==> src/rtl/ffipa_pkg.sv <==
`default_nettype none

package ffipa_pkg;

    localparam int POS_W       = 10;
    localparam int TAG_W       = 2;
    localparam int PLANE_OUT_W = 4;
    localparam int USED_OUT_W  = 5;
    localparam int WORD_BITS   = 64;
    localparam int BIT_IDX_W   = 6;
    localparam int WORD_IDX_W  = POS_W - BIT_IDX_W;

    typedef enum logic [1:0] {
        STATUS_PLACED    = 2'd0,
        STATUS_NO_ROOM   = 2'd1,
        STATUS_BAD_RANGE = 2'd2
    } status_t;

    typedef enum logic [2:0] {
        ST_CLEAR,
        ST_IDLE,
        ST_TEST,
        ST_SCAN,
        ST_MARK,
        ST_RESULT
    } state_t;

    typedef struct packed {
        logic    clear;
        logic    load;
        logic    next_plane;
        logic    scan_step;
        logic    mark_start;
        logic    mark_step;
        logic    emit;
        status_t code;
    } cmd_t;

    typedef struct packed {
        logic clr_last;
        logic bad;
        logic hit;
        logic free_last;
        logic chk_last;
        logic plane_last;
        logic out_free;
    } sts_t;

    // bits lo..hi set, lo <= hi
    function automatic logic [WORD_BITS-1:0] span_mask(
        input logic [BIT_IDX_W-1:0] lo,
        input logic [BIT_IDX_W-1:0] hi
    );
        logic [WORD_BITS-1:0] upper;
        logic [WORD_BITS-1:0] lower;
        upper = {WORD_BITS{1'b1}} >> (6'd63 - hi);
        lower = ({{(WORD_BITS-1){1'b0}}, 1'b1} << lo) - {{(WORD_BITS-1){1'b0}}, 1'b1};
        return upper & ~lower;
    endfunction

endpackage

`default_nettype wire

==> src/rtl/ffipa_ctrl.sv <==
`default_nettype none

module ffipa_ctrl (
    input  wire logic           clk,
    input  wire logic           rst_n,
    input  wire logic           in_valid,
    output logic                in_stall,
    input  wire ffipa_pkg::sts_t sts,
    output ffipa_pkg::cmd_t     cmd
);

    ffipa_pkg::state_t  state_reg;
    ffipa_pkg::state_t  state_next;
    ffipa_pkg::status_t code_reg;
    ffipa_pkg::status_t code_next;

    always_ff @(posedge clk or negedge rst_n)
    begin
        if (!rst_n)
        begin
            state_reg <= ffipa_pkg::ST_CLEAR;
            code_reg  <= ffipa_pkg::STATUS_PLACED;
        end
        else
        begin
            state_reg <= state_next;
            code_reg  <= code_next;
        end
    end

    always_comb
    begin
        state_next = state_reg;
        code_next  = code_reg;
        cmd        = '0;
        cmd.code   = code_reg;
        unique case (state_reg)
            ffipa_pkg::ST_CLEAR:
            begin
                cmd.clear = 1'b1;
                if (sts.clr_last)
                begin
                    state_next = ffipa_pkg::ST_IDLE;
                end
            end
            ffipa_pkg::ST_IDLE:
            begin
                if (in_valid)
                begin
                    cmd.load   = 1'b1;
                    state_next = ffipa_pkg::ST_TEST;
                end
            end
            ffipa_pkg::ST_TEST:
            begin
                if (sts.bad)
                begin
                    code_next  = ffipa_pkg::STATUS_BAD_RANGE;
                    state_next = ffipa_pkg::ST_RESULT;
                end
                else
                begin
                    state_next = ffipa_pkg::ST_SCAN;
                end
            end
            ffipa_pkg::ST_SCAN:
            begin
                priority if (sts.hit)
                begin
                    if (sts.plane_last)
                    begin
                        code_next  = ffipa_pkg::STATUS_NO_ROOM;
                        state_next = ffipa_pkg::ST_RESULT;
                    end
                    else
                    begin
                        cmd.next_plane = 1'b1;
                    end
                end
                else if (sts.free_last)
                begin
                    cmd.mark_start = 1'b1;
                    state_next     = ffipa_pkg::ST_MARK;
                end
                else
                begin
                    cmd.scan_step = 1'b1;
                end
            end
            ffipa_pkg::ST_MARK:
            begin
                cmd.mark_step = 1'b1;
                if (sts.chk_last)
                begin
                    code_next  = ffipa_pkg::STATUS_PLACED;
                    state_next = ffipa_pkg::ST_RESULT;
                end
            end
            ffipa_pkg::ST_RESULT:
            begin
                if (sts.out_free)
                begin
                    cmd.emit   = 1'b1;
                    state_next = ffipa_pkg::ST_IDLE;
                end
            end
            default:
            begin
                state_next = ffipa_pkg::ST_IDLE;
            end
        endcase
    end

    assign in_stall = (state_reg != ffipa_pkg::ST_IDLE);

    // marking only follows a plane found free
    a_mark_entry: assert property (@(posedge clk) disable iff (!rst_n)
        state_reg == ffipa_pkg::ST_MARK |->
            $past(state_reg) == ffipa_pkg::ST_SCAN || $past(state_reg) == ffipa_pkg::ST_MARK)
        else $error("mark pass entered without a scan");

    a_placed_after_mark: assert property (@(posedge clk) disable iff (!rst_n)
        (state_reg == ffipa_pkg::ST_RESULT && $changed(state_reg)
            && code_reg == ffipa_pkg::STATUS_PLACED) |->
            $past(state_reg) == ffipa_pkg::ST_MARK)
        else $error("placed result without a mark pass");

endmodule

`default_nettype wire

==> config.mk <==
export PLATFORM = sky130hd
export DESIGN_NAME = ffipa_ctrl
export DESIGN_NICKNAME = d
export VERILOG_FILES = /design/src/rtl/ffipa_pkg.sv /design/src/rtl/ffipa_ctrl.sv
export SDC_FILE = /design/constraint.sdc
export NUM_CORES = 1
export LEC_CHECK = 0
export BUFFER_PORTS_ARGS = -buffer_cell sky130_fd_sc_hd__buf_4
export CORE_AREA = 2 2 39 41
export DETAILED_ROUTE_END_ITERATION = 10
export DIE_AREA = 0 0 41 43
export REMOVE_ABC_BUFFERS = 1
export SYNTH_ARGS = -nofsm -noshare
export SYNTH_HDL_FRONTEND = slang
export SYNTH_SLANG_ARGS = --single-unit
==> constraint.sdc <==
create_clock -name clk -period 3 [get_ports clk]
set_clock_uncertainty 0.05 [all_clocks]
set_input_delay 0.3 -clock clk [delete_from_list [all_inputs] [get_ports clk]]
set_output_delay 0.3 -clock clk [all_outputs]
set_load 0.01 [all_outputs]
==> results.rst, run 1 <==
.. list-table::
   :header-rows: 1

   * - Metric
     - Value
   * - Count of unresolved DRC violations after routing
     - 0
   * - IO Count
     - 20
   * - Share of layout cells above drive strength 1
     - 0.369
   * - Vias in the first global route
     - 338
   * - Number of warnings printed during yosys synthesis
     - 0
   * - Cell count after synthesis
     - 44
   * - Antenna Diode Count
     - 0
   * - Resized cells post-CTS
     - 0
   * - FF+latch count, synth
     - 5
   * - Largest net degree at the start of global routing
     - 16
   * - Top delay family on crit path
     - flip-flops
   * - Number of buffers created by CTS
     - 3
   * - Standard cell area after detailed placement
     - 519 um2
   * - Buffer and inverter count on the worst path
     - 1
   * - Slowest CP cell
     - dfrtp_1
   * - Register-to-Register Setup Slack
     - 1.62 ns
   * - RePlAce Congestion
     - 0.791
   * - Final #Nets
     - 76
   * - Die footprint
     - 0.00176 mm2
   * - Global-route total usage across every layer
     - 0.125
   * - Slew at the pin with the worst max-slew slack
     - 0.457 ns
   * - FP Rows
     - 14
   * - Final setup violation count
     - 0
   * - Detailed-route via count
     - 393
   * - R2R Path Start
     - state_reg[0]
   * - Starting utilization of the core area
     - 0.275
   * - Root Buffer
     - clkbuf_4
   * - Leading cell type in the layout, fill and taps excluded
     - buf_4
   * - Detailed-placement wirelength estimate
     - 694 um
   * - # port buffers
     - 19
   * - CTS clk-pin slew, worst paths
     - 0.05 ns
   * - Sequential element share of the synthesized area
     - 0.329
   * - Data arrival time of the critical path
     - 1.46 ns
   * - Average detailed-routed wire length per instance
     - 11.4 um
   * - Worst slew slack as a fraction of its limit
     - 0.696
   * - Highest-count cells in the layout ignoring fill and taps
     - 19 x buf_4, 5 x nor2_1, 5 x dfrtp_1
   * - Detailed router's first-iteration violation count
     - 6
   * - Setup repair after global routing missed its margin
     - false
   * - Core Footprint
     - 0.00138 mm2
   * - Total overflow reported by the global router
     - 0
   * - Quantity of hold-fixing buffers added after cts
     - 1
   * - Capture instance of the worst register-to-register path
     - state_reg[2]
   * - Sort of element at the start of the critical path
     - flop
   * - Area grow syn2layout
     - 46.1%
   * - Pre-CTS worst setup slack
     - 1.44 ns
   * - Layout Utilization
     - 0.401
   * - Hold Path Class
     - primary input to async pin
   * - Level count of the clock H-tree
     - 1
   * - Router iterations before antenna repair
     - 2
   * - Max-slew violation count
     - 0
   * - Fmax
     - 0.553 GHz
   * - Number of flip-flops under the largest register name
     - 3
   * - Setup crit end kind
     - output pin
   * - Vias per cell
     - 4.85
   * - Clock tree from TritonCTS
     - done
   * - Worst Slack Setup Final
     - 1.19 ns
   * - Crit path max fanout
     - 15
   * - Data required, critical path
     - 2.65 ns
   * - Number of sinks handled by clock tree synthesis
     - 5
   * - Startpoint-to-endpoint class of the critical path
     - flop to output pin
   * - P_leak
     - 0.277 nW
   * - Layout fillers
     - 154
   * - Global-route wire length before repair
     - 1.44 mm
   * - Y dimension of the die
     - 43 um
   * - Synth Area per Inst
     - 8.64 um2
   * - Worst vdd rail ir drop
     - 0.293 mV
   * - Result of the run
     - finished, final reports clean
   * - Number of antenna violations at the first check in global routing
     - 0
   * - CP peak stage delay
     - 0.62 ns
   * - Crit-path cells
     - nand3b_4 > nor3b_1 > buf_4
   * - FF-to-FF path depth
     - 3
   * - Final period util
     - 0.603
   * - Clk_lat worst skew
     - 0.25 ns
   * - Total negative slack for setup checks
     - 0 ns
   * - Die Wd
     - 41 um
   * - Wirelength, routed
     - 927 um
   * - Total setup buffers inserted after CTS
     - 0
   * - Max-cap check violation count
     - 0
   * - Maximum number of buffers from clock root to sink
     - 2
   * - Count of different cell masters after synthesis
     - 25
   * - Synthesized area
     - 380 um2
   * - Antenna-violating nets left
     - 0
   * - Min cycle time layout
     - 1.81 ns
   * - Post-Layout Inst Area
     - 556 um2
   * - Pwr/cell area
     - 824 mW/mm2
   * - Final count of hold timing violations
     - 0
-- how the worst max path moves through the flow --
stage,start,to,slack [ns],cells after the start
global placement,state_reg[0],cmd[4],1.48,3
global route,state_reg[0],cmd[4],1.08,3
finish,state_reg[0],cmd[4],1.19,3
CTS,state_reg[0],cmd[4],1.17,3
detailed placement,state_reg[0],cmd[4],1.44,3
floorplan,state_reg[0],cmd[4],1.59,2
-- cell families after synthesis --
| group | share of synthesized area |
|---|---|
| buffers and inverters | 0.0822 |
| DFF | 0.329 |
| AOI/OAI and AO/OA | 0.227 |
| muxes | 0.0263 |
| and+or+nand+nor | 0.336 |
-- cell type report --
class / instances / area (um2) / area share
clock buffers: 4 / 26.3 / 0.0473
repair buffers: 20 / 153 / 0.275
well taps: 16 / 20.0 / 0.0360
multi-input cells: 34 / 224 / 0.403
flip-flops and latches: 5 / 125 / 0.225
inverters: 2 / 7.51 / 0.0135
-- cells in the mapped netlist --
cell type / n / area, um2
nand4b_1: 1 / 8.76
buf_6: 1 / 11.3
mux2i_1: 1 / 10.0
a21o_1: 2 / 15.0
o21ai_0: 3 / 15.0
inv_1: 2 / 7.51
a22o_1: 1 / 8.76
a211o_1: 1 / 8.76
nor3_1: 3 / 15.0
dfrtp_1: 5 / 125
nand2b_1: 2 / 12.5
a221oi_1: 1 / 8.76
and3_1: 1 / 6.26
a21boi_0: 1 / 7.51
buf_2: 1 / 5.00
nor3b_1: 2 / 15.0
or2b_1: 1 / 7.51
nand3b_4: 1 / 20.0
nor2_1: 5 / 18.8
and3b_2: 1 / 10.0
buf_4: 1 / 7.51
nor2b_1: 1 / 6.26
nand2_1: 2 / 7.51
a211oi_1: 1 / 7.51
a21oi_1: 3 / 15.0
-- report_power, final --
group	total (mW)	switching [mW]	internal, mW	leakage, nW
logic	0.220	0.0923	0.128	0.202
registers	0.157	0.0627	0.0946	0.0599
clock network	0.0804	0.0300	0.0504	0.0150
-- per-layer routing --
layer	vias up	part of all wire	GRT usage
met4	0	0.026	0.100
met2	19	0.42	0.159
met3	3	0.074	0.0366
li1	204	-	-
met5	-	0	0
met1	167	0.48	0.167
-- worst register-to-register path, stage by stage (launching register included) --
cell and delay, ns:
dfrtp_1 0.62, nand3b_4 0.13, a211o_1 0.31, a21o_1 0.16
-- metrics by stage --
stage	cells	power, mW	hold slack, ns
after floorplan	41	0.280	-0.0456
after global placement	76	0.379	0.0568
after detailed placement	76	0.380	0.0566
after CTS	81	0.463	0.335
after global routing	81	0.497	0.347
final	81	0.458	0.336
(Power assumes the default switching activity.)
==> run 2: changes to the inputs <==
--- a/config.mk
+++ b/config.mk
@@ -5,6 +5,7 @@
 export SDC_FILE = /design/constraint.sdc
 export NUM_CORES = 1
 export LEC_CHECK = 0
+export ABC_AREA = 1
 export BUFFER_PORTS_ARGS = -buffer_cell sky130_fd_sc_hd__buf_4
 export CORE_AREA = 2 2 39 41
 export DETAILED_ROUTE_END_ITERATION = 10
==> constraint.sdc (replaced) <==
create_clock -name clk -period 1.85 [get_ports clk]
set_clock_uncertainty 0.05 [all_clocks]
set_input_delay 0.185 -clock clk [delete_from_list [all_inputs] [get_ports clk]]
set_output_delay 0.185 -clock clk [all_outputs]
set_load 0.01 [all_outputs]
==> run 2 against run 1 <==
Sequential power rose by 36%. Clock power rose by 53%. Synthesized area rose by 2.3%. Critical path depth rose by 2. Sequential share of layout area fell by 1.2 points. Largest power group unchanged.
==> results.rst, run 2 <==
.. list-table::
   :header-rows: 1

   * - Metric
     - Value
   * - Number of sinks handled by clock tree synthesis
     - 5 (unchanged)
   * - RePlAce Congestion
     - 0.811 (was 0.791)
   * - Global-route wire length before repair
     - 1.44 mm (about the same)
   * - Leading post-synthesis cells by instance count
     - 16 x nand2_1, 11 x nor2_1, 10 x inv_1 (was 5 x dfrtp_1, 5 x nor2_1, 3 x a21oi_1, 3 x nor3_1, 3 x o21ai_0)
   * - Detailed router's first-iteration violation count
     - 11 (was 6)
   * - Sequential element share of the synthesized area
     - 0.322 (was 0.329)
   * - Crit path max fanout
     - 7 (was 15)
   * - Detailed-placement wirelength estimate
     - 837 um (was 694 um)
   * - IO Count
     - 20 (unchanged)
   * - Share of layout cells above drive strength 1
     - 0.326 (was 0.369)
   * - Total overflow reported by the global router
     - 0 (unchanged)
   * - Pre-CTS worst setup slack
     - 0.521 ns (was 1.44 ns)
   * - Worst vdd rail ir drop
     - 0.533 mV (was 0.293 mV)
   * - Area grow syn2layout
     - 51.1% (was 46.1%)
   * - Highest-count cells in the layout ignoring fill and taps
     - 19 x buf_4, 16 x nand2_1, 11 x nor2_1 (was 19 x buf_4, 5 x nor2_1, 5 x dfrtp_1)
   * - Die footprint
     - 0.00176 mm2 (unchanged)
   * - Hold Path Class
     - primary input to flop (was primary input to async pin)
   * - Total design power
     - 770 uW (was 458 uW)
   * - Vias per cell
     - 4.51 (was 4.85)
   * - Cell count after synthesis
     - 62 (was 44)
   * - Cell with the most instances after synthesis
     - nand2_1
   * - Worst Slack Setup Final
     - 0.351 ns (was 1.19 ns)
   * - Number of flip-flops under the largest register name
     - 3 (unchanged)
   * - Average detailed-routed wire length per instance
     - 9.58 um (was 11.4 um)
   * - Antenna Diode Count
     - 0 (unchanged)
   * - Standard cell area after detailed placement
     - 552 um2 (was 519 um2)
   * - FP Rows
     - 14 (unchanged)
   * - Count of flip-flops with a built-in enable after synthesis
     - 0 (unchanged)
   * - Result of the run
     - finished, final reports clean (unchanged)
   * - Biggest area contributors in the synthesized netlist
     - dfrtp_1 32%, nand2_1 15%, nor2_1 11%, inv_1 9.6%, nand3_1 6.4% (was dfrtp_1 33%, nand3b_4 5.3%, nor2_1 4.9%, a21oi_1 3.9%, nor3_1 3.9%)
   * - Core Footprint
     - 0.00138 mm2 (unchanged)
   * - Level count of the clock H-tree
     - 1 (unchanged)
   * - Data required, critical path
     - 1.62 ns (was 2.65 ns)
   * - Clock tree from TritonCTS
     - done (unchanged)
   * - Buffer and inverter count on the worst path
     - 2 (was 1)
   * - Largest net degree at the start of global routing
     - 8 (was 16)
   * - Area share of the largest cell type after synthesis
     - 0.322 (was 0.329)
   * - Final setup violation count
     - 0 (unchanged)
   * - Total negative slack for setup checks
     - 0 ns (unchanged)
   * - Sort of element at the start of the critical path
     - flop (unchanged)
   * - Final count of hold timing violations
     - 0 (unchanged)
   * - CP peak stage delay
     - 0.46 ns (was 0.62 ns)
   * - Router iterations before antenna repair
     - 4 (was 2)
   * - Setup crit end kind
     - output pin (unchanged)
   * - Number of buffers created by CTS
     - 3 (unchanged)
   * - FF+latch count, synth
     - 5 (unchanged)
   * - Root Buffer
     - clkbuf_4 (unchanged)
   * - Synthesized area
     - 389 um2 (was 380 um2)
   * - Starting utilization of the core area
     - 0.281 (was 0.275)
   * - Startpoint-to-endpoint class of the critical path
     - flop to output pin (unchanged)
   * - # port buffers
     - 19 (unchanged)
   * - Post-Layout Inst Area
     - 588 um2 (was 556 um2)
   * - Global-route total usage across every layer
     - 0.120 (was 0.125)
   * - Final #Nets
     - 97 (was 76)
   * - Worst slew slack as a fraction of its limit
     - 0.817 (was 0.696)
   * - Number of warnings printed during yosys synthesis
     - 0 (unchanged)
   * - P_leak
     - 0.365 nW (was 0.277 nW)
   * - Number of antenna violations at the first check in global routing
     - 0 (unchanged)
   * - Max-cap check violation count
     - 0 (unchanged)
   * - Y dimension of the die
     - 43 um (unchanged)
   * - Die Wd
     - 41 um (unchanged)
   * - Crit-path cells
     - nand2_1 > nor2_4 > inv_2 > nor2_1 > buf_4 (was nand3b_4 > nor3b_1 > buf_4)
   * - Detailed-route via count
     - 460 (was 393)
   * - Top delay family on crit path
     - flip-flops (unchanged)
   * - Ys flop type
     - dfrtp_1 (unchanged)
   * - Maximum number of buffers from clock root to sink
     - 2 (unchanged)
   * - Slowest CP cell
     - dfrtp_1 (unchanged)
   * - CTS clk-pin slew, worst paths
     - 0.04 ns (was 0.05 ns)
   * - Count of unresolved DRC violations after routing
     - 0 (unchanged)
   * - Pwr/cell area
     - 1310 mW/mm2 (was 824 mW/mm2)
   * - Vias in the first global route
     - 367 (was 338)
   * - Fmax
     - 0.667 GHz
   * - Wirelength, routed
     - 977 um (was 927 um)
   * - Setup repair after global routing missed its margin
     - false (unchanged)
   * - Slew at the pin with the worst max-slew slack
     - 0.275 ns (was 0.457 ns)
   * - Synth Area per Inst
     - 6.28 um2 (was 8.64 um2)
   * - Max-slew violation count
     - 0 (unchanged)
   * - Dominant cell type by area after synthesis
     - dfrtp_1 (unchanged)
   * - Data arrival time of the critical path
     - 1.26 ns (was 1.46 ns)
   * - Clk_lat worst skew
     - 0.24 ns (was 0.25 ns)
   * - Layout fillers
     - 152 (was 154)
   * - Antenna-violating nets left
     - 0 (unchanged)
   * - Min cycle time layout
     - 1.50 ns
   * - Leading cell type in the layout, fill and taps excluded
     - buf_4 (unchanged)
   * - Final period util
     - 0.810
   * - Post-synthesis async set-or-reset flop share
     - 1.00 (unchanged)
   * - Count of different cell masters after synthesis
     - 15 (was 25)
## run 2: cell types whose count changed in the layout (fill, tap and decap cells not counted), moves of 3 or more
| cell | previous run | this run |
|---|---|---|
| o21ai_0 | 3 | 0 |
| a21oi_1 | 3 | 0 |
| inv_1 | 2 | 10 |
| nor2_1 | 5 | 11 |
| nand3_1 | 0 | 5 |
| o21ai_1 | 0 | 3 |
| nand2_1 | 2 | 16 |
## run 2: metal layers
metal	up-vias	global-route usage	wire (um)
met5	-	0	0
met4	0	0.0600	0
met3	0	0.0157	33
met2	10	0.184	482
met1	210	0.158	461
li1	240	-	-
## run 2: final cells by class
cell class	count	area, um2	share of cell area
tap	16	20.0	0.0340
inverter	12	45.0	0.0766
multi-input combinational	45	219	0.372
timing repair buffer	20	153	0.260
clock buffer	4	26.3	0.0447
sequential	5	125	0.213
## run 2: cell families after synthesis
family	share of synthesized area
simple gates	0.489
flops	0.322
buf+inv	0.116
compound gates	0.0740
## run 2: power breakdown
group	internal [mW]	leakage, nW	switching (mW)
registers	0.153	0.0639	0.0611
clock network	0.0814	0.0150	0.0415
logic	0.191	0.286	0.242
## run 2: path summary, 6_finish.rpt
| path | start | to | slack, ns | cells after the start |
|---|---|---|---|---|
| setup / recovery | state_reg[0] | cmd[4] | 0.35 | 5 |
| max in group asynchronous | rst_n | code_reg[1] | 1.40 | 2 |
| setup reg to reg | state_reg[0] | state_reg[1] | 0.49 | 6 |
| hold / removal | sts[5] | code_reg[1] | 0.21 | 3 |
| hold reg to reg | code_reg[0] | code_reg[0] | 0.43 | 2 |
| min in group asynchronous | rst_n | state_reg[0] | 0.24 | 2 |
## run 2: worst register-to-register path: stages, from the launching register on
cell	delay, ns
dfrtp_1	0.45
nor2_1	0.22
nand3b_1	0.23
nand2_1	0.14
inv_1	0.04
nand2_1	0.05
o21ai_1	0.05
## run 2: repair_timing
item | in CTS | in global routing
hold endpoints to repair | 5 | 0
buffers inserted | 0 | 0
hold buffers | 1 | 0
resized for setup | 0 | 0
## run 2: stage by stage
stage / hold slack (ns) / utilization / cells
after global routing: 0.220 / 0.425 / 102
after CTS: 0.205 / 0.425 / 102
after detailed placement: -0.0575 / 0.399 / 97
after floorplan: -0.161 / - / 62
after global placement: -0.0582 / 0.399 / 97
final: 0.206 / 0.425 / 102
==> run 3: changes to the inputs <==
==> constraint.sdc (replaced) <==
create_clock -name clk -period 1.5 [get_ports clk]
set_clock_uncertainty 0.05 [all_clocks]
set_input_delay 0.15 -clock clk [delete_from_list [all_inputs] [get_ports clk]]
set_output_delay 0.15 -clock clk [all_outputs]
set_load 0.01 [all_outputs]
==> run 3 against run 2 <==
Worst setup slack got worse by 0.25 ns. Critical path type unchanged. Highest routed layer is now met4. Cell area up 0.21%. Clock-buffer cell count is the same.
==> results.rst, run 3 (synthesis gave the netlist of run 2 again) <==
.. list-table::
   :header-rows: 1

   * - Metric
     - Value
   * - FF-to-FF path depth
     - 6 (unchanged)
   * - Average detailed-routed wire length per instance
     - 9.77 um (was 9.58 um)
   * - Global-route wire length before repair
     - 1.48 mm (was 1.44 mm)
   * - Startpoint-to-endpoint class of the critical path
     - flop to output pin (unchanged)
   * - Leading cell type in the layout, fill and taps excluded
     - buf_4 (unchanged)
   * - Hold Path Class
     - primary input to flop (unchanged)
   * - Antenna Diode Count
     - 0 (unchanged)
   * - Most used routing layer in global routing
     - met2 (unchanged)
   * - Setup repair after global routing missed its margin
     - false (unchanged)
   * - Capture instance of the worst register-to-register path
     - state_reg[1] (unchanged)
   * - Fmax
     - 0.713 GHz
   * - Worst slew slack as a fraction of its limit
     - 0.814 (was 0.817)
   * - Total setup buffers inserted after CTS
     - 0 (unchanged)
   * - Core Footprint
     - 0.00138 mm2 (unchanged)
   * - Met2 capacity usage during global routing
     - 0.188 (was 0.184)
   * - Level count of the clock H-tree
     - 1 (unchanged)
   * - Root Buffer
     - clkbuf_4 (unchanged)
   * - Register-to-Register Setup Slack
     - 0.16 ns (was 0.49 ns)
   * - Result of the run
     - finished, final reports clean (unchanged)
   * - HP Start
     - sts[5] (unchanged)
   * - Router iterations before antenna repair
     - 3 (was 4)
   * - Count of unresolved DRC violations after routing
     - 0 (unchanged)
   * - Global-route met1 utilization
     - 0.158 (unchanged)
   * - Vias per cell
     - 4.48 (was 4.51)
   * - Worst vdd rail ir drop
     - 0.656 mV (was 0.533 mV)
   * - Pwr/cell area
     - 1630 mW/mm2 (was 1310 mW/mm2)
   * - Final period util
     - 0.935
   * - Detailed-placement wirelength estimate
     - 838 um (was 837 um)
   * - Sequential share of power
     - 0.278 (was 0.277)
   * - # port buffers
     - 19 (unchanged)
   * - Clk_lat worst skew
     - 0.24 ns (about the same)
   * - Wirelength, routed
     - 997 um (was 977 um)
   * - Data arrival time of the critical path
     - 1.20 ns (was 1.26 ns)
   * - Instance count after placement with tap cells included
     - 97 (unchanged)
   * - Antenna-violating nets left
     - 0 (unchanged)
   * - Final #Nets
     - 97 (unchanged)
   * - Internal power
     - 528 uW (was 425 uW)
   * - Endpoint with the worst hold slack
     - code_reg[1] (unchanged)
   * - Number of antenna violations at the first check in global routing
     - 0 (unchanged)
   * - Max-cap check violation count
     - 0 (unchanged)
   * - Non-filler cells in the finished layout
     - 102 (unchanged)
   * - Data required, critical path
     - 1.30 ns (was 1.62 ns)
   * - Area grow syn2layout
     - 51.4% (was 51.1%)
   * - Fraction of power consumed by the clock network
     - 0.163 (was 0.159)
   * - R2R Path Start
     - state_reg[0] (unchanged)
   * - IO Count
     - 20 (unchanged)
   * - Setup crit end kind
     - output pin (unchanged)
   * - Detailed router's first-iteration violation count
     - 9 (was 11)
   * - Slew at the pin with the worst max-slew slack
     - 0.280 ns (was 0.275 ns)
   * - Highest-count cells in the layout ignoring fill and taps
     - 19 x buf_4, 16 x nand2_1, 11 x nor2_1 (unchanged)
   * - Vias in the first global route
     - 373 (was 367)
   * - P_leak
     - 0.364 nW (was 0.365 nW)
   * - Crit path max fanout
     - 6 (was 7)
   * - Reported net switching power
     - 430 uW (was 345 uW)
   * - Detailed-route via count
     - 457 (was 460)
   * - Pre-CTS worst setup slack
     - 0.169 ns (was 0.521 ns)
   * - Min cycle time layout
     - 1.40 ns
   * - FP Rows
     - 14 (unchanged)
   * - Number of flip-flops under the largest register name
     - 3 (unchanged)
   * - Switching power as a share of total power
     - 0.449 (was 0.448)
   * - Total design power
     - 959 uW (was 770 uW)
   * - CTS clk-pin slew, worst paths
     - 0.04 ns (about the same)
   * - Die footprint
     - 0.00176 mm2 (unchanged)
   * - Met3 track utilization from global routing
     - 0.0157 (unchanged)
   * - Worst Slack Setup Final
     - 0.0981 ns (was 0.351 ns)
   * - Die Wd
     - 41 um (unchanged)
   * - Starting utilization of the core area
     - 0.281 (unchanged)
   * - Total overflow reported by the global router
     - 0 (unchanged)
   * - RePlAce Congestion
     - 0.811 (about the same)
   * - Final count of hold timing violations
     - 0 (unchanged)
   * - Largest net degree at the start of global routing
     - 8 (unchanged)
   * - Number of buffers created by CTS
     - 3 (unchanged)
   * - Maximum number of buffers from clock root to sink
     - 2 (unchanged)
   * - Max-slew violation count
     - 0 (unchanged)
   * - Total negative slack for setup checks
     - 0 ns (unchanged)
   * - Y dimension of the die
     - 43 um (unchanged)
   * - Clock tree from TritonCTS
     - done (unchanged)
   * - Combinational share of power
     - 0.559 (was 0.563)
   * - Sort of element at the start of the critical path
     - flop (unchanged)
   * - Worst hold path depth
     - 3 (unchanged)
   * - Share of layout cells above drive strength 1
     - 0.337 (was 0.326)
   * - Global-route total usage across every layer
     - 0.128 (was 0.120)
   * - Final setup violation count
     - 0 (unchanged)
   * - Number of sinks handled by clock tree synthesis
     - 5 (unchanged)
[run 3: critical path: stages, from the launching register on]
cell	delay (ns)
dfrtp_1	0.42
nand2_1	0.11
nor2_4	0.16
inv_2	0.06
nor2_1	0.09
buf_4	0.12
[run 3: worst max-delay path by stage]
| stage | startpoint | end | slack (ns) | cells after the start |
|---|---|---|---|---|
| floorplan | state_reg[0] | state_reg[1] | 0.37 | 6 |
| global placement | state_reg[0] | state_reg[1] | 0.19 | 6 |
| detailed placement | state_reg[0] | state_reg[1] | 0.17 | 6 |
| CTS | state_reg[0] | cmd[4] | 0.02 | 5 |
| global route | state_reg[0] | cmd[4] | 0.03 | 5 |
| finish | state_reg[1] | cmd[4] | 0.1 | 5 |
[run 3: power by group through the flow]
stage	registers, mW	logic, mW	clock network, mW
global route	0.277	0.597	0.177
detailed placement	0.265	0.537	0
global placement	0.261	0.532	0
finish	0.267	0.536	0.156
floorplan	0.257	0.340	0
CTS	0.263	0.540	0.163
[run 3: layer usage]
metal | routed length (um) | vias to the layer above
li1 | - | 240
met1 | 462 | 205
met2 | 493 | 10
met3 | 32 | 2
met4 | 8 | 0
met5 | 0 | -
[run 3: layout make-up]
cell class,instances,area (um2)
Fill cell,153,795
Tap cell,16,20.0
Multi-Input combinational cell,45,219
Timing Repair Buffer,20,153
Inverter,12,45.0
Sequential cell,5,126
Clock buffer,4,26.3
[run 3: through the flow]
step | hold slack, ns | cell area, um2 | util
after floorplan | -0.196 | 389 | -
after global placement | -0.0932 | 552 | 0.399
after detailed placement | -0.0925 | 552 | 0.399
after CTS | 0.161 | 588 | 0.425
after global routing | 0.178 | 589 | 0.426
final | 0.163 | 589 | 0.426
[run 3: timing repair]
action	4_1_cts	5_1_grt
hold buffers	1	0
setup endpoints to repair	0	3
hold endpoints to repair	5	0
resized for setup	0	1
